File: config.mk
export PLATFORM = sky130hd
export DESIGN_NAME = csv_record_tokenizer_flat
export DESIGN_NICKNAME = d
export VERILOG_FILES = /design/src/sv/csvt_pkg.sv /design/src/sv/csvt_if.sv /design/src/sv/csvt_step.sv /design/src/sv/csv_record_tokenizer.sv /design/src/flat_wrapper.sv
export SDC_FILE = /design/constraint.sdc
export NUM_CORES = 1
export LEC_CHECK = 0
export BUFFER_PORTS_ARGS = -buffer_cell sky130_fd_sc_hd__buf_2
export CORE_UTILIZATION = 53
export CTS_CLUSTER_SIZE = 14
export DETAILED_ROUTE_END_ITERATION = 7
export MAX_ROUTING_LAYER = met4
export PLACE_DENSITY = 0.72
export SYNTH_ARGS = -nofsm -noshare
export SYNTH_HDL_FRONTEND = slang
export SYNTH_SLANG_ARGS = --single-unit
File: constraint.sdc
create_clock -name clk -period 5.4 [get_ports clk]
set_clock_uncertainty 0.2 [all_clocks]
set_input_delay 0.54 -clock clk [delete_from_list [all_inputs] [get_ports clk]]
set_output_delay 0.54 -clock clk [all_outputs]
set_load 0.02 [all_outputs]
File: src/sv/csvt_pkg.sv
// Package for the CSV record tokenizer: parser state, token codes and byte constants.
// Used by csvt_step.sv, csv_record_tokenizer.sv and tb_top.sv; depends on nothing.
`default_nettype none

package csvt_pkg;

  localparam logic [7:0] QUOTE_CHAR  = 8'd34;
  localparam logic [7:0] LF_CHAR     = 8'd10;
  localparam logic [7:0] CR_CHAR     = 8'd13;
  localparam logic [7:0] DELIM_RESET = 8'd44;

  localparam logic [1:0] KIND_CHAR = 2'd0;
  localparam logic [1:0] KIND_CELL = 2'd1;
  localparam logic [1:0] KIND_ROW  = 2'd2;

  typedef enum logic [1:0] {
    EXPECT_NONE = 2'd0,
    EXPECT_LF   = 2'd1,
    EXPECT_CR   = 2'd2
  } expect_t;

  typedef struct packed {
    logic        inside_quotes;
    logic        quote_pending;
    expect_t     pair_skip_expect;
    logic [31:0] row_counter;
  } csvt_state_t;

  typedef struct packed {
    logic       emit;
    logic [1:0] kind;
    logic [7:0] ch;
  } csvt_token_t;

endpackage

`default_nettype wire

File: src/sv/csvt_if.sv
// Valid/ready channel interfaces for the CSV record tokenizer: text bytes in, tokens out.
// Depends on nothing but the widths of the fields.
`default_nettype none

interface csvt_text_if;
  logic       valid;
  logic       ready;
  logic [7:0] text_byte;

  modport source (output valid, output text_byte, input ready);
  modport sink   (input valid, input text_byte, output ready);
endinterface

interface csvt_token_if;
  logic        valid;
  logic        ready;
  logic [1:0]  token_kind;
  logic [7:0]  cell_char;
  logic [31:0] rows_done;

  modport source (output valid, output token_kind, output cell_char, output rows_done,
                  input ready);
  modport sink   (input valid, input token_kind, input cell_char, input rows_done,
                  output ready);
endinterface

`default_nettype wire

File: src/sv/csvt_step.sv
// Next-state and token logic of the tokenizer for one text byte.
// Depends on csvt_pkg for the state and token structs and the byte constants.
`default_nettype none

module csvt_step (
  input  wire logic [7:0]          c,
  input  wire logic [7:0]          delimiter,
  input  wire csvt_pkg::csvt_state_t st,
  output csvt_pkg::csvt_state_t    st_next,
  output csvt_pkg::csvt_token_t    tok
);
  import csvt_pkg::*;

  logic skip;
  logic unquoted;

  assign skip = ((st.pair_skip_expect == EXPECT_LF) && (c == LF_CHAR)) ||
                ((st.pair_skip_expect == EXPECT_CR) && (c == CR_CHAR));

  always_comb begin
    st_next                  = st;
    st_next.pair_skip_expect = EXPECT_NONE;
    tok.emit                 = 1'b0;
    tok.kind                 = KIND_CHAR;
    tok.ch                   = 8'd0;
    unquoted                 = 1'b0;

    if (!skip) begin
      if (st.quote_pending) begin
        st_next.quote_pending = 1'b0;
        if (c == QUOTE_CHAR) begin
          tok.emit = 1'b1;
          tok.ch   = QUOTE_CHAR;
        end else begin
          // A lone quote closed the section; this byte is handled as unquoted.
          st_next.inside_quotes = 1'b0;
          unquoted              = 1'b1;
        end
      end else if (st.inside_quotes) begin
        if (c == QUOTE_CHAR) begin
          st_next.quote_pending = 1'b1;
        end else begin
          tok.emit = 1'b1;
          tok.ch   = c;
        end
      end else begin
        unquoted = 1'b1;
      end
    end

    if (unquoted) begin
      // The delimiter test comes first, so it wins over quote and line ends.
      priority if (c == delimiter) begin
        tok.emit = 1'b1;
        tok.kind = KIND_CELL;
      end else if (c == QUOTE_CHAR) begin
        st_next.inside_quotes = 1'b1;
      end else if ((c == LF_CHAR) || (c == CR_CHAR)) begin
        if (st.row_counter != '1) begin
          st_next.row_counter = st.row_counter + 32'd1;
        end
        st_next.pair_skip_expect = (c == LF_CHAR) ? EXPECT_CR : EXPECT_LF;
        tok.emit = 1'b1;
        tok.kind = KIND_ROW;
      end else begin
        tok.emit = 1'b1;
        tok.ch   = c;
      end
    end
  end

endmodule

`default_nettype wire

File: src/sv/csv_record_tokenizer.sv
// Top level of the CSV record tokenizer: input register, parser state, result register.
// Depends on csvt_pkg, the channel interfaces in csvt_if.sv and csvt_step.
//
//   channel    direction  payload                              handshake
//   text       in         text_byte[7:0]                       valid/ready
//   token      out        token_kind[1:0] cell_char rows_done  valid/ready
//   delimiter  in         delimiter_data[7:0]                  delimiter_we
//
// One byte per clock sustained while tokens are not stalled. A byte is held in the
// input register, and the parser step between that register and the result register is
// the only logic path. A byte that gives a token passes the input and then the result
// register; skipped bytes and quotes that give none still pass the input register.
// Reset clears the parser state, both valid flags and sets the delimiter to a comma.
// A stalled token holds the result register, and a byte in the input register that
// would give a token then holds too; a byte that gives none still moves on.
`default_nettype none

module csv_record_tokenizer (
  input  wire logic       clk,
  input  wire logic       rst,
  csvt_text_if.sink       text,
  csvt_token_if.source    token,
  input  wire logic       delimiter_we,
  input  wire logic [7:0] delimiter_data
);
  import csvt_pkg::*;

  logic [7:0]  delimiter;
  logic        in_valid;
  logic [7:0]  in_byte;
  csvt_state_t st;
  csvt_state_t st_next;
  csvt_token_t tok;
  logic        out_valid;
  logic [1:0]  out_kind;
  logic [7:0]  out_char;
  logic [31:0] out_rows;
  logic        out_free;
  logic        step_fire;

  csvt_step u_step (
    .c         (in_byte),
    .delimiter (delimiter),
    .st        (st),
    .st_next   (st_next),
    .tok       (tok)
  );

  // The held word can move on when the result register is empty or being drained, or when it gives no token.
  assign out_free  = !out_valid || token.ready;
  assign step_fire = in_valid && (out_free || !tok.emit);
  assign text.ready = !in_valid || step_fire;

  assign token.valid      = out_valid;
  assign token.token_kind = out_kind;
  assign token.cell_char  = out_char;
  assign token.rows_done  = out_rows;

  always_ff @(posedge clk) begin
    if (rst) begin
      delimiter <= DELIM_RESET;
    end else if (delimiter_we) begin
      delimiter <= delimiter_data;
    end
  end

  always_ff @(posedge clk) begin
    if (rst) begin
      in_valid <= 1'b0;
    end else if (text.ready) begin
      in_valid <= text.valid;
    end
  end

  always_ff @(posedge clk) begin
    if (text.valid && text.ready) begin
      in_byte <= text.text_byte;
    end
  end

  always_ff @(posedge clk) begin
    if (rst) begin
      st <= '0;
    end else if (step_fire) begin
      st <= st_next;
    end
  end

  always_ff @(posedge clk) begin
    if (rst) begin
      out_valid <= 1'b0;
    end else if (out_free) begin
      out_valid <= step_fire && tok.emit;
    end
  end

  always_ff @(posedge clk) begin
    if (step_fire && tok.emit) begin
      out_kind <= tok.kind;
      out_char <= tok.ch;
      out_rows <= st_next.row_counter;
    end
  end

  a_quote_pending_inside: assert property (@(posedge clk) disable iff (rst)
    st.quote_pending |-> st.inside_quotes)
    else $error("quote pending outside a quoted section");

  a_skip_only_unquoted: assert property (@(posedge clk) disable iff (rst)
    (st.pair_skip_expect != EXPECT_NONE) |-> (!st.inside_quotes && !st.quote_pending))
    else $error("line-end skip armed inside a quoted section");

  a_rows_only_on_row: assert property (@(posedge clk) disable iff (rst)
    (step_fire && !(tok.emit && (tok.kind == KIND_ROW))) |=> $stable(st.row_counter))
    else $error("row count changed without a row end");

  a_no_token_lost: assert property (@(posedge clk) disable iff (rst)
    (out_valid && !token.ready) |=> out_valid)
    else $error("held token dropped while stalled");

endmodule

`default_nettype wire

File: src/flat_wrapper.sv
// flat-port wrapper written by rule: the top's interface ports become plain ports
module csv_record_tokenizer_flat import csvt_pkg::*;
  (clk, rst, delimiter_we, delimiter_data, text_valid, text_text_byte, text_ready, token_valid, token_token_kind, token_cell_char, token_rows_done, token_ready);
  csvt_text_if text_i ();
  csvt_token_if token_i ();
  input  wire logic clk;
  input  wire logic rst;
  input  wire logic delimiter_we;
  input  wire logic [7:0] delimiter_data;
  input wire logic [$bits(text_i.valid)-1:0] text_valid;
  input wire logic [$bits(text_i.text_byte)-1:0] text_text_byte;
  output wire logic [$bits(text_i.ready)-1:0] text_ready;
  output wire logic [$bits(token_i.valid)-1:0] token_valid;
  output wire logic [$bits(token_i.token_kind)-1:0] token_token_kind;
  output wire logic [$bits(token_i.cell_char)-1:0] token_cell_char;
  output wire logic [$bits(token_i.rows_done)-1:0] token_rows_done;
  input wire logic [$bits(token_i.ready)-1:0] token_ready;
  assign text_i.valid = text_valid;
  assign text_i.text_byte = text_text_byte;
  assign text_ready = text_i.ready;
  assign token_valid = token_i.valid;
  assign token_token_kind = token_i.token_kind;
  assign token_cell_char = token_i.cell_char;
  assign token_rows_done = token_i.rows_done;
  assign token_i.ready = token_ready;
  csv_record_tokenizer u_core (.clk(clk), .rst(rst), .text(text_i), .token(token_i), .delimiter_we(delimiter_we), .delimiter_data(delimiter_data));
endmodule
==> Yosys cells after proc, flatten, opt, wreduce, memory -nomap -nowiden <==
Index checks and enable logic that the tools add are counted.
{ "totals": {"register_bits": 96, "latch_bits": 0, "mem_bits_rw": 0, "romBits": 0, "in_bits": 21, "out_inout_bits": 44, "elab_cells": 70, "mem_count": 0} }
{ "op_classes": {"add_sub_neg": 1, "multipliers": 0, "n_div": 0, "order_cmp": 0, "eq_ne": 7, "shifts": 0, "muxes": 33, "bitwise_logic": 2, "n_reduce_logical": 15} }
{ "ops": {"columns": ["op", "count"], "rows": [
  ["$mux W34", 4],
  ["$mux W8", 6],
  ["$add A32 B1 Y32 const B", 1],
  ["$mux W32", 1],
  ["$ne A32 B32 Y1 const B", 1],
  ["$mux W11", 2],
  ["$eq A8 B4 Y1 const B", 2],
  ["$mux W1", 15],
  ["$eq A8 B6 Y1 const B", 1],
  ["$eq A8 B8 Y1", 1],
  ["$mux W2", 3],
  ["$mux W6", 1],
  ["$logic_and A1 B1 Y1", 5],
  ["$logic_or A1 B1 Y1", 5],
  ["$logic_not A1 Y1", 3],
  ["$mux W3", 1],
  ["$reduce_or A3 Y1", 1],
  ["$eq A2 B1 Y1 const B", 1],
  ["$eq A2 B2 Y1 const B", 1],
  ["$not A1 Y1", 2],
  ["$reduce_and A2 Y1", 1]
]} }

==> Depth between registers and ports, before layout <==
Gate-level depths: netlist of run 1.
{ "logic_depth": {"word_depth": 14, "ltp_mapped": 10, "depth_no_buf": 7} }

==> Modules after synthesis <==
Synthesis of run 1 repeated with hierarchy kept, for this count alone.
{ "hier_totals": {"hier_cells": 419, "area_unflattened_um2": 4677.0} }
{ "by_module_without_submodules": {"columns": ["module", "instances", "cells_each", "area_per_inst_um2"], "rows": [
  ["csv_record_tokenizer", 1, 243, 3513.4],
  ["csvt_step", 1, 176, 1163.6]
]} }

==> Worst setup path after synthesis of run 1 <==
No wires, ideal clock.
{ "synth_timing": {"path_kind": "register to register", "start": "reg u_core.in_byte[4]", "end": "reg u_core.out_char[0] (netlist: u_core.token.cell_char[0]), enable pin", "arrival_time_ns": 2.976, "path_slack_ns": 1.822, "path_stages_with_launch": 7, "period_less_slack_ns": 3.578, "path_cell_list": "edfxtp_1 > or3_4 > or3_4 > a311oi_1 > o21a_1 > buf_2 > o21a_1"} }
{ "synth_via": {"elab_chain_cells": 12} }
{ "synth_rtl": {"columns": ["item", "line", "rtl"], "rows": [
  ["from (decl)", "csv_record_tokenizer.sv:30", "logic [7:0] in_byte;"],
  ["from (signal assigned)", "csv_record_tokenizer.sv:77", "in_byte <= text.text_byte;"],
  ["$eq A8 B6 Y1", "csvt_step.sv:31, csvt_step.sv:40, csvt_step.sv:56", null],
  ["$mux W1", "csvt_step.sv:31, csvt_step.sv:40", null],
  ["$mux W1", "csvt_step.sv:39", "end else if (st.inside_quotes) begin"],
  ["$mux W1", "csvt_step.sv:29", "if (st.quote_pending) begin"],
  ["$mux W1", "csvt_step.sv:28", "if (!skip) begin"],
  ["$mux W11", "csvt_step.sv:56", "end else if (c == QUOTE_CHAR) begin"],
  ["$mux W3", "csvt_step.sv:53", "priority if (c == delimiter) begin"],
  ["$mux W11 *", "csvt_step.sv:51", "if (unquoted) begin"],
  ["$logic_not A1 Y1", "csv_record_tokenizer.sv:51", "assign step_fire = in_valid && (out_free || !tok.emit);"],
  ["$logic_or A1 B1 Y1", "csv_record_tokenizer.sv:51", null],
  ["$logic_and A1 B1 Y1", "csv_record_tokenizer.sv:51", null],
  ["$logic_and A1 B1 Y1 *", "csv_record_tokenizer.sv:98", "if (step_fire && tok.emit) begin"],
  ["to (signal assigned)", "csv_record_tokenizer.sv:100", "out_char <= tok.ch;"],
  ["to (decl)", "csv_record_tokenizer.sv:36", "logic [7:0] out_char;"]
]} }
Mark *: on every way between the ends. The rest lies on a longest branch, timed or not.
A chain may end at the register's enable or synchronous reset.

==> Worst setup path in the final report of run 1 <==
{ "layout_timing": {"start": "reg u_core.in_byte[6]", "end": "reg u_core.out_rows[6] (netlist: u_core.token.rows_done[6]), enable pin"} }
{ "layout_via": {"elab_chain_cells": 12} }
{ "layout_rtl": {"columns": ["item", "line", "rtl"], "rows": [
  ["$eq A8 B6 Y1", "csvt_step.sv:31, csvt_step.sv:40, csvt_step.sv:56", null],
  ["$mux W1", "csvt_step.sv:31, csvt_step.sv:40", null],
  ["$mux W1", "csvt_step.sv:39", null],
  ["$mux W1", "csvt_step.sv:29", null],
  ["$mux W1", "csvt_step.sv:28", null],
  ["$mux W11", "csvt_step.sv:56", null],
  ["$mux W3", "csvt_step.sv:53", null],
  ["$mux W11 *", "csvt_step.sv:51", null],
  ["$logic_not A1 Y1", "csv_record_tokenizer.sv:51", null],
  ["$logic_or A1 B1 Y1", "csv_record_tokenizer.sv:51", null],
  ["$logic_and A1 B1 Y1", "csv_record_tokenizer.sv:51", null],
  ["$logic_and A1 B1 Y1 *", "csv_record_tokenizer.sv:98", null],
  ["to (signal assigned)", "csv_record_tokenizer.sv:101", "out_rows <= st_next.row_counter;"],
  ["to (decl)", "csv_record_tokenizer.sv:37", "logic [31:0] out_rows;"]
]} }
Marks and branches as above.

==> flow_metrics.tcl, run 1 <==
set metrics [dict create \
    outcome "finished, final reports clean" \
    p_leak_nw 1.82 \
    drv_slew 0 \
    cts_tree "yes" \
    synth_edf_count 50 \
    numCtsBuffers 9 \
    vias_per_cell 5.84 \
    core_region_area_um2 8300 \
    yosysTopAreaCell "edfxtp_1" \
    timing.rr.start "u_core.in_byte[6]" \
    yosys.area.top_type_share_pct 32.7 \
    dieWidth_um 95.1 \
    fmax_mhz 264 \
    diodes 0 \
    grt_setup_unrepaired "false" \
    critPathKind "register to register" \
    async_reset_ff_share_pct 0 \
    clk_latency_ns 0.35 \
    synth_nets 467 \
    min_period_ns 3.79 \
    synth_seq_cells 96 \
    p_int_w 0.000997 \
    worst_slack_ns 1.61 \
    clkPwrFrac_pct 31.9 \
    crit_path_start "u_core.in_byte[6]" \
    swShare_pct 23.9 \
    drive_above_1_share_pct 19.0 \
    hold_violations 0 \
    grt_pass1_vias 3215 \
    hold_class "input pin to register" \
    hold_buffers 0 \
    p_sw_w 0.000313 \
    port_buffers 64 \
    yosysWarnings 0 \
    avgRoutedWirePerCell_um 15.4 \
    place_area_um2 4950 \
    setup_tns_ns 0 \
    dieArea_um2 9050 \
    postSynthCellCount 445 \
    final_nets 522 \
    clk_pin_slew_ns 0.09 \
    root_buffer "clkbuf_8" \
    drv_cap 0 \
    cp.buffers_inverters 0 \
    synth.distinct_cells 53 \
    rows 33 \
    synth_flop_cell "edfxtp_1" \
    peakVddDrop_v 0.000135 \
    synth-seq-area-share_pct 52.7 \
    cts.sinks 96 \
    io_pins 65 \
    htree_levels 3 \
    grt_max_degree 55 \
    dr_total_vias 3564 \
    postRouteAntennaNets 0 \
    power_density_nw_per_um2 255 \
    route.detailed.drc 0 \
    dp_hpwl_um 6470 \
    p_total_w 0.00131 \
    drtPass1Iterations 4 \
    finalCritPeriodShare_pct 70.2 \
    grt_first_pass_wirelength_um 15500 \
    syn_area_um2 4600 \
    critPathLaunchType "register" \
    cts_resized 0 \
    crit_top_cell "or3_4" \
    crit_path_end_kind "register" \
    max_stage_delay_ns 0.93 \
    slew_headroom_pct 23.7 \
    hp-start "text_text_byte[7]" \
    p_comb_share_pct 7.0 \
    ctsLongestPathBuffers 2 \
    worst_pin_slew_ns 1.13 \
    grt-ovfl-total 0 \
    stdcell_area_um2 5130 \
    initial_core_util_pct 55.4 \
    cts_setup_buffers 0 \
    wirelength_um 9400 \
    die_h_um 95.1 \
    crit_required_ns 5.18 \
    crit_path_cell_trace "or3_4 -> or3_4 -> a311oi_1 -> o21a_1 -> o21a_2" \
    setup_violations 0 \
    grt_usage_pct 22.9 \
    dp_slack_ns 1.66 \
    cp_top_family "compound AO/OA/AOI/OAI gates" \
    arrival_ns 3.56 \
    antenna_found_initial 0 \
    slowest_stage "o21a_2" \
    syn_avg_cell_area_um2 10.3 \
    synth.area.top_cells "edfxtp_1 33%, dfxtp_1 20%, xor2_1 4.8%" \
    drt_iter0_markers 340 \
    seqPwrFrac_pct 61.1 \
    crit_path_max_fanout 42 \
    area_growth_pct 11.5 \
    gp_congestion 0.988 \
]
## registers in the layout (all words and copies together) (netlist names)
| signal | count |
|---|---|
| u_core.token.cell_char | 8 |
| u_core.in_valid | 1 |
| u_core.token.token_kind | 2 |
| u_core.token.rows_done | 32 |
| u_core.delimiter | 8 |
| u_core.in_byte | 8 |
| u_core.token.valid | 1 |
| u_core.st | 36 |
## worst reg2reg max path, cell delays in order, from the launching register on
cell and delay, ns:
edfxtp_1 0.45, or3_4 0.42, or3_4 0.41, a311oi_1 0.42
o21a_1 0.56, o21a_2 0.93
## worst paths after layout
kind / to / slack [ns] / cells after the start
setup reg to reg: u_core.token.rows_done[6] / 1.61 / 5
hold / removal: u_core.in_byte[7] / 0.15 / 1
hold reg to reg: u_core.st[33] / 0.27 / 2
setup / recovery: u_core.token.rows_done[6] / 1.61 / 5
## layout by cell type (no fill, tap or decap), types with 16 or more instances in the layout
| cell type | n |
|---|---|
| a21oi_1 | 30 |
| buf_2 | 64 |
| dfxtp_1 | 46 |
| edfxtp_1 | 50 |
| nand2_1 | 28 |
| nand3_1 | 22 |
| nor2_1 | 34 |
| nor2b_1 | 16 |
| o31ai_1 | 17 |
| or4_1 | 18 |
| xor2_1 | 25 |
## synthesized netlist by cell type (2+ instances only)
cell type,instances
a211o_1,3
a21o_1,2
a21oi_1,30
a31o_2,4
a31oi_1,2
and2_1,6
and3_1,3
buf_2,2
buf_4,4
buf_6,2
clkbuf_1,14
dfxtp_1,46
edfxtp_1,50
inv_1,9
mux2_1,7
mux2i_1,5
nand2_1,28
nand2b_1,2
nand3_1,22
nand4_1,11
nor2_1,34
nor2b_1,16
nor3_1,14
nor3b_1,2
nor4_1,14
o21a_1,2
o21ai_0,5
o21ai_1,4
o31ai_1,17
or2_2,3
or3_1,5
or3_4,2
or4_1,18
xnor2_1,14
xor2_1,25
## power groups by stage
stage	Combinational (W)	Sequential, W	Clock [W]
2_1_floorplan	0.0000403	0.000835	0
3_3_place_gp	0.0000896	0.000816	0
3_5_place_dp	0.0000918	0.000817	0
4_1_cts	0.0000920	0.000801	0.000427
5_1_grt	0.0000994	0.000803	0.000462
6_report	0.0000914	0.000800	0.000418
## kinds of logic (layout without fill, tap and decap cells)
family                     after synthesis  in the layout  synth area share (%)
buffers and inverters                   32             92                  3.32
and+or+nand+nor                        189            189                  22.8
DFF                                     96             96                  52.7
AOI/OAI and AO/OA                       75             75                  10.4
adders and majority gates                1              1                 0.272
muxes                                   13             13                  3.05
xor gates and xnor gates                39             39                  7.43
## per-stage QoR
| stage | util, % | instances | hold slack (ns) |
|---|---|---|---|
| after floorplan | - | 445 | 0.241 |
| after global placement | 59.7 | 594 | 0.252 |
| after detailed placement | 59.7 | 594 | 0.261 |
| after CTS | 61.8 | 610 | 0.143 |
| after global routing | 61.8 | 610 | 0.131 |
| final | 61.8 | 610 | 0.154 |
## final cells by class
type / instances / area [um2]
clock buffer: 11 / 141
clock inverter: 5 / 32.5
fill: 736 / 3170
inverter: 10 / 37.5
multi-input combinational: 317 / 2030
sequential: 96 / 2420
tap: 105 / 131
timing repair buffer: 66 / 335
## layer usage
metal,up-vias,part of all wire [%],track usage [%]
met5,-,0,-
met4,0,1.6,8.46
met3,14,4.7,3.59
li1,1759,-,-
met2,100,48,35.2
met1,1691,46,30.6
(Power assumes the default switching activity.)
==> run 2, diff against run 1 <==
--- a/config.mk
+++ b/config.mk
@@ -5,12 +5,13 @@
 export SDC_FILE = /design/constraint.sdc
 export NUM_CORES = 1
 export LEC_CHECK = 0
+export ABC_AREA = 1
 export BUFFER_PORTS_ARGS = -buffer_cell sky130_fd_sc_hd__buf_2
-export CORE_UTILIZATION = 53
+export CORE_UTILIZATION = 52
 export CTS_CLUSTER_SIZE = 14
 export DETAILED_ROUTE_END_ITERATION = 7
 export MAX_ROUTING_LAYER = met4
-export PLACE_DENSITY = 0.72
+export PLACE_DENSITY = 0.73
 export SYNTH_ARGS = -nofsm -noshare
 export SYNTH_HDL_FRONTEND = slang
 export SYNTH_SLANG_ARGS = --single-unit
==> constraint.sdc (replaced) <==
create_clock -name clk -period 3.36 [get_ports clk]
set_clock_uncertainty 0.2 [all_clocks]
set_input_delay 0.336 -clock clk [delete_from_list [all_inputs] [get_ports clk]]
set_output_delay 0.336 -clock clk [all_outputs]
set_load 0.02 [all_outputs]
==> run 2 against run 1 <==
  * Register-to-register slack got worse by 1.0 ns
  * First-iteration DRC count is 35% lower
  * Sequential share of layout area shrank 5.1 points
  * Setup slack got worse by 1.0 ns
  * Clock power is 90% higher
  * Final area is 12% higher
  * Hold slack worse by 0.12 ns
  * Critical endpoint is now u_core.st[21]
  * Critical path type unchanged
  * Routed wire length rose by 25%
  * Final cell count is 42% higher
  * Die area rose by 11%
==> flow_metrics.tcl, run 2 <==
set metrics [dict create \
    yosys.area.top_type_share_pct 29.8 \
    cts_tree "yes" \
    htree_levels 3 \
    avgRoutedWirePerCell_um 13.5 \
    clk_latency_ns 0.38 \
    largest_reg_flops 36 \
    crit_path_cell_trace "inv_2 -> nand2_1 -> nand2_1 -> inv_1 -> nor2_1 -> nand2_1 -> nor2_8 -> nand2_4 -> nand2_4 -> nand2_1 -> nand2_1 -> buf_4 -> buf_4 -> nor2_1 -> nor2_1" \
    vias_per_cell 5.13 \
    min_period_ns 2.78 \
    drv_slew 0 \
    final_nets 756 \
    cp.depth 15 \
    synth.distinct_cells 34 \
    synth.area.top_cells "edfxtp_1 30%, dfxtp_1 18%, nand2_1 12%" \
    grt_setup_unrepaired "false" \
    fmax_mhz 360 \
    layout_common_cells "167 x nand2_1, 119 x nor2_1, 80 x inv_1, 64 x buf_2, 50 x edfxtp_1" \
    cp.buffers_inverters 4 \
    cts.sinks 96 \
    hold_class "input pin to register" \
    synth_nets 681 \
    hold_path_depth 3 \
    crit_top_cell "nand2_1" \
    diodes 0 \
    dp_hpwl_um 8460 \
    fin_hold_ws_ns 0.0344 \
    area_growth_pct 14.2 \
    slew_headroom_pct 27.2 \
    dieArea_um2 10100 \
    cp_top_family "simple AND/OR/NAND/NOR gates" \
    synth_most_common_cell "nand2_1" \
    core_region_area_um2 9330 \
    die_h_um 100 \
    critPathKind "register to register" \
    grt_usage_pct 25.7 \
    syn_area_um2 5030 \
    regMostFlops "u_core.st" \
    yosys-top-cells-count "167 x nand2_1, 119 x nor2_1, 80 x inv_1" \
    peakVddDrop_v 0.000245 \
    crit_required_ns 3.46 \
    synth-seq-area-share_pct 48.1 \
    syn_avg_cell_area_um2 7.63 \
    utilization_pct 61.6 \
    r2r_setup_slack_ns 0.58 \
    p_leak_nw 2.54 \
    arrival_ns 2.88 \
    synth_flop_cell "edfxtp_1" \
    finalCritPeriodShare_pct 82.6 \
    postRouteAntennaNets 0 \
    wirelength_um 11700 \
    synth_seq_cells 96 \
    yosysWarnings 0 \
    worst_pin_slew_ns 1.09 \
    outcome "finished, final reports clean" \
    grt_max_degree 35 \
    route.detailed.drc 0 \
    ctsLongestPathBuffers 2 \
    drive_above_1_share_pct 16.6 \
    clk_pin_slew_ns 0.10 \
    reg2reg_to "u_core.st[21]" \
    critPathLaunchType "register" \
    crit_path_max_fanout 18 \
    reg2reg_depth 15 \
    gp_congestion 0.931 \
    dieWidth_um 100 \
    antenna_found_initial 0 \
    dr_total_vias 4450 \
    yosysTopAreaCell "edfxtp_1" \
    numCtsBuffers 9 \
    max_stage_delay_ns 0.48 \
    async_reset_ff_share_pct 0 \
    hp-start "delimiter_data[6]" \
    grt_first_pass_wirelength_um 19500 \
    timing.rr.start "u_core.in_byte[1]" \
    initial_core_util_pct 53.9 \
    power_density_nw_per_um2 425 \
    setup_tns_ns 0 \
    rows 35 \
    hold_path_end "u_core.delimiter[6]" \
    grt-ovfl-total 0 \
    drt_iter0_markers 220 \
    drv_cap 0 \
    setup_violations 0 \
    cts_resized 0 \
    cts_setup_buffers 0 \
    hold_buffers 11 \
    drtPass1Iterations 5 \
    io_pins 65 \
    hold_violations 0 \
    final_common_cell "nand2_1" \
    root_buffer "clkbuf_8" \
    postSynthCellCount 659 \
    p_total_w 0.00244 \
    slowest_stage "nand2_1" \
    port_buffers 64 \
    synth_edf_count 50 \
    grt_pass1_vias 4260 \
    crit_path_end_kind "register" \
]
## run 2: cell types whose count changed after synthesis, sizes merged, moves of 16 or more
| cell | change |
|---|---|
| inv | +81 |
| nand2 | +149 |
| nand4 | +16 |
| nor2 | +96 |
| nor2b | -16 |
| o21ai | +38 |
| or4 | -18 |
| xor2 | -23 |
## run 2: metrics by stage
stage	worst slack (ns)	cell area, um2	instances
floorplan	0.517	5030	659
finish	0.585	5750	868
CTS	0.606	5750	868
detailed placement	0.623	5440	841
global route	0.376	5750	868
global placement	0.773	5440	841
## run 2: worst max path at each step
| stage | startpoint | to | slack [ns] |
|---|---|---|---|
| 3_5_place_dp | u_core.in_byte[1] | u_core.st[10] | 0.62 |
| 2_1_floorplan | u_core.in_byte[7] | u_core.token.cell_char[0] | 0.52 |
| 6_report | u_core.in_byte[1] | u_core.st[21] | 0.58 |
| 5_1_grt | u_core.in_byte[1] | u_core.st[12] | 0.38 |
| 3_3_place_gp | u_core.in_byte[1] | u_core.st[20] | 0.77 |
| 4_1_cts | u_core.in_byte[1] | u_core.st[10] | 0.61 |
## run 2: area by class of cell
| type | instances | area (um2) |
|---|---|---|
| fillers | 879 | 3580 |
| flip-flops and latches | 96 | 2420 |
| multi-input cells | 454 | 2140 |
| repair buffers | 81 | 475 |
| inverters | 92 | 345 |
| well taps | 129 | 161 |
| clock buffers | 10 | 128 |
| clock inverters | 6 | 73.8 |
## run 2: report_power, final
part	total (W)	internal [W]	switching (W)	leakage, nW
Sequential	0.00136	0.00131	0.0000497	0.853
Combinational	0.000288	0.0000984	0.000190	1.58
Clock	0.000793	0.000357	0.000436	0.102
Total	0.00244	0.00177	0.000676	2.54
## run 2: worst min-delay path: stages
cell and delay, ns:
buf_2 0.07, o21ai_0 0.07, a21oi_1 0.10
## run 2: cell families (layout without fill, tap and decap cells)
group                    count (synthesis)  after routing  synth area share [%]
XOR/XNOR                                 4              4                 0.696
flip-flops                              96             96                  48.1
buffers and inverters                  109            189                  9.30
AND/OR/NAND/NOR                        374            374                  33.5
AO/OA/AOI/OAI                           75             75                  8.06
adder cells (fa/ha/maj)                  1              1                 0.249
## run 2: per-layer routing
layer / wire length [um] / part of all wire, % / track usage (%)
met1: 5050 / 43 / 30.0
met3: 543 / 4.6 / 3.48
met5: 0 / 0 / -
met2: 5890 / 50 / 44.7
met4: 253 / 2.2 / 10.6
==> run 3, diff against run 2 <==
--- a/config.mk
+++ b/config.mk
@@ -7,11 +7,11 @@
 export LEC_CHECK = 0
 export ABC_AREA = 1
 export BUFFER_PORTS_ARGS = -buffer_cell sky130_fd_sc_hd__buf_2
-export CORE_UTILIZATION = 52
+export CORE_UTILIZATION = 53
 export CTS_CLUSTER_SIZE = 14
 export DETAILED_ROUTE_END_ITERATION = 7
 export MAX_ROUTING_LAYER = met4
-export PLACE_DENSITY = 0.73
+export PLACE_DENSITY = 0.71
 export SYNTH_ARGS = -nofsm -noshare
 export SYNTH_HDL_FRONTEND = slang
 export SYNTH_SLANG_ARGS = --single-unit
==> constraint.sdc (replaced) <==
create_clock -name clk -period 2.8 [get_ports clk]
set_clock_uncertainty 0.2 [all_clocks]
set_input_delay 0.28 -clock clk [delete_from_list [all_inputs] [get_ports clk]]
set_output_delay 0.28 -clock clk [all_outputs]
set_load 0.02 [all_outputs]
==> run 3 against run 2 <==
  * Clock power grew 31%
  * Final cell count shrank 0.35%
  * Final area grew 2.5%
  * Critical endpoint is now u_core.st[7]
  * Critical path depth shrank 2
  * First-iteration DRC count grew 0.91%
  * Register-to-register slack lost 0.37 ns
  * Maximum frequency grew 7.4%
  * Setup slack lost 0.37 ns
  * Global-route usage grew 0.42 points
  * Largest cell class unchanged
  * Non-clock buffer count grew 15
  * Largest power group unchanged
  * Utilization grew 2.4 points
==> flow_metrics.tcl, run 3 (synthesis results as in run 2) <==
set metrics [dict create \
    vias_per_cell 5.27 \
    drtPass1Iterations 5 \
    gp_congestion 0.931 \
    cts_resized 0 \
    avgRoutedWirePerCell_um 13.9 \
    grt_max_degree 35 \
    hold_class "input pin to register" \
    critPathKind "register to register" \
    critPathLaunchType "register" \
    slew_headroom_pct 56.4 \
    dp_hpwl_um 8590 \
    peakVddDrop_v 0.000276 \
    grt_usage_pct 26.2 \
    regMostFlops "u_core.st" \
    fmax_mhz 387 \
    layout_common_cells "167 x nand2_1, 119 x nor2_1, 79 x inv_1, 64 x buf_2, 50 x edfxtp_1" \
    m1WireLength_um 5140 \
    clk_latency_ns 0.37 \
    cts_setup_buffers 0 \
    cts.sinks 96 \
    drv_cap 0 \
    dr_total_vias 4561 \
    clk_pin_slew_ns 0.10 \
    grt_pass1_vias 4228 \
    area_growth_pct 17.1 \
    htree_levels 3 \
    dr_wl_met3_um 521 \
    finalCritPeriodShare_pct 92.3 \
    p_leak_nw 2.60 \
    grt_first_pass_wirelength_um 19600 \
    dieArea_um2 9890 \
    diodes 0 \
    die_h_um 99.4 \
    crit_top_cell "nand2_1" \
    worst_pin_slew_ns 0.653 \
    met2_length_um 6240 \
    initial_core_util_pct 54.7 \
    fin_hold_ws_ns 0.0111 \
    crit_required_ns 2.87 \
    crit_path_cell_trace "inv_2 -> nand2_1 -> nor2_4 -> nand3_2 -> nand2_4 -> inv_2 -> o21ai_2 -> nand2_4 -> nand2_1 -> nand2_1 -> buf_4 -> nor2_1 -> nor2_1" \
    setup_violations 0 \
    highest_layer "met4" \
    drive_above_1_share_pct 17.1 \
    min_period_ns 2.58 \
    route.detailed.drc 0 \
    utilization_pct 64.0 \
    outcome "finished, final reports clean" \
    power_density_nw_per_um2 516 \
    port_buffers 64 \
    numCtsBuffers 9 \
    antenna_found_initial 0 \
    arrival_ns 2.65 \
    hold_buffers 21 \
    setup_tns_ns 0 \
    postRouteAntennaNets 0 \
    crit_path_max_fanout 18 \
    core_region_area_um2 9200 \
    dieWidth_um 99.4 \
    grt_setup_unrepaired "false" \
    dp_slack_ns 0.251 \
    max_stage_delay_ns 0.46 \
    cts_tree "yes" \
    drv_slew 0 \
    final_common_cell "nand2_1" \
    drt_iter0_markers 222 \
    io_pins 65 \
    hold_violations 0 \
    final_nets 771 \
    crit_path_end_kind "register" \
    largest_reg_flops 36 \
    ctsLongestPathBuffers 2 \
    worst_slack_ns 0.215 \
    wirelength_um 12100 \
    grt-ovfl-total 0 \
    rows 35 \
    root_buffer "clkbuf_8" \
    slowest_stage "edfxtp_1" \
]
## run 3: metrics by stage
| step | cell area, um2 | power [W] | std cells |
|---|---|---|---|
| after floorplan | 5030 | 0.00190 | 659 |
| after global placement | 5450 | 0.00199 | 828 |
| after detailed placement | 5450 | 0.00200 | 828 |
| after CTS | 5890 | 0.00306 | 865 |
| after global routing | 5890 | 0.00317 | 865 |
| final | 5890 | 0.00304 | 865 |
## run 3: worst max-delay path, delay by kind of cell (launching register included)
kind            cells  cell delay [ns]
flops               1             0.46
simple gates        9             1.21
compound gates      1             0.08
buf+inv             3             0.52
## run 3: area by class of cell
| class | instances | area (um2) |
|---|---|---|
| fill | 798 | 3310 |
| sequential | 96 | 2420 |
| multi-input combinational | 454 | 2140 |
| timing repair buffer | 96 | 613 |
| inverter | 92 | 349 |
| tap | 111 | 139 |
| clock buffer | 9 | 124 |
| clock inverter | 7 | 101 |
## run 3: power breakdown
part	switching (W)	internal, W	leakage [nW]	total (W)
registers	0.0000608	0.00157	0.853	0.00163
clock network	0.000527	0.000516	0.114	0.00104
logic	0.000231	0.000132	1.64	0.000363
## run 3: layer usage
layer,vias up,global-route usage [%]
met5,-,-
met4,0,8.48
met3,15,4.22
met2,115,47.5
met1,2129,29.3
li1,2302,-
## run 3: worst paths after layout
| check | startpoint | to | slack, ns | cells after the start |
|---|---|---|---|---|
| hold reg to reg | u_core.delimiter[4] | u_core.delimiter[4] | 0.28 | 2 |
| setup / recovery | u_core.in_byte[5] | u_core.st[7] | 0.22 | 13 |
| setup reg to reg | u_core.in_byte[5] | u_core.st[7] | 0.22 | 13 |
| hold / removal | delimiter_data[6] | u_core.delimiter[6] | 0.01 | 3 |
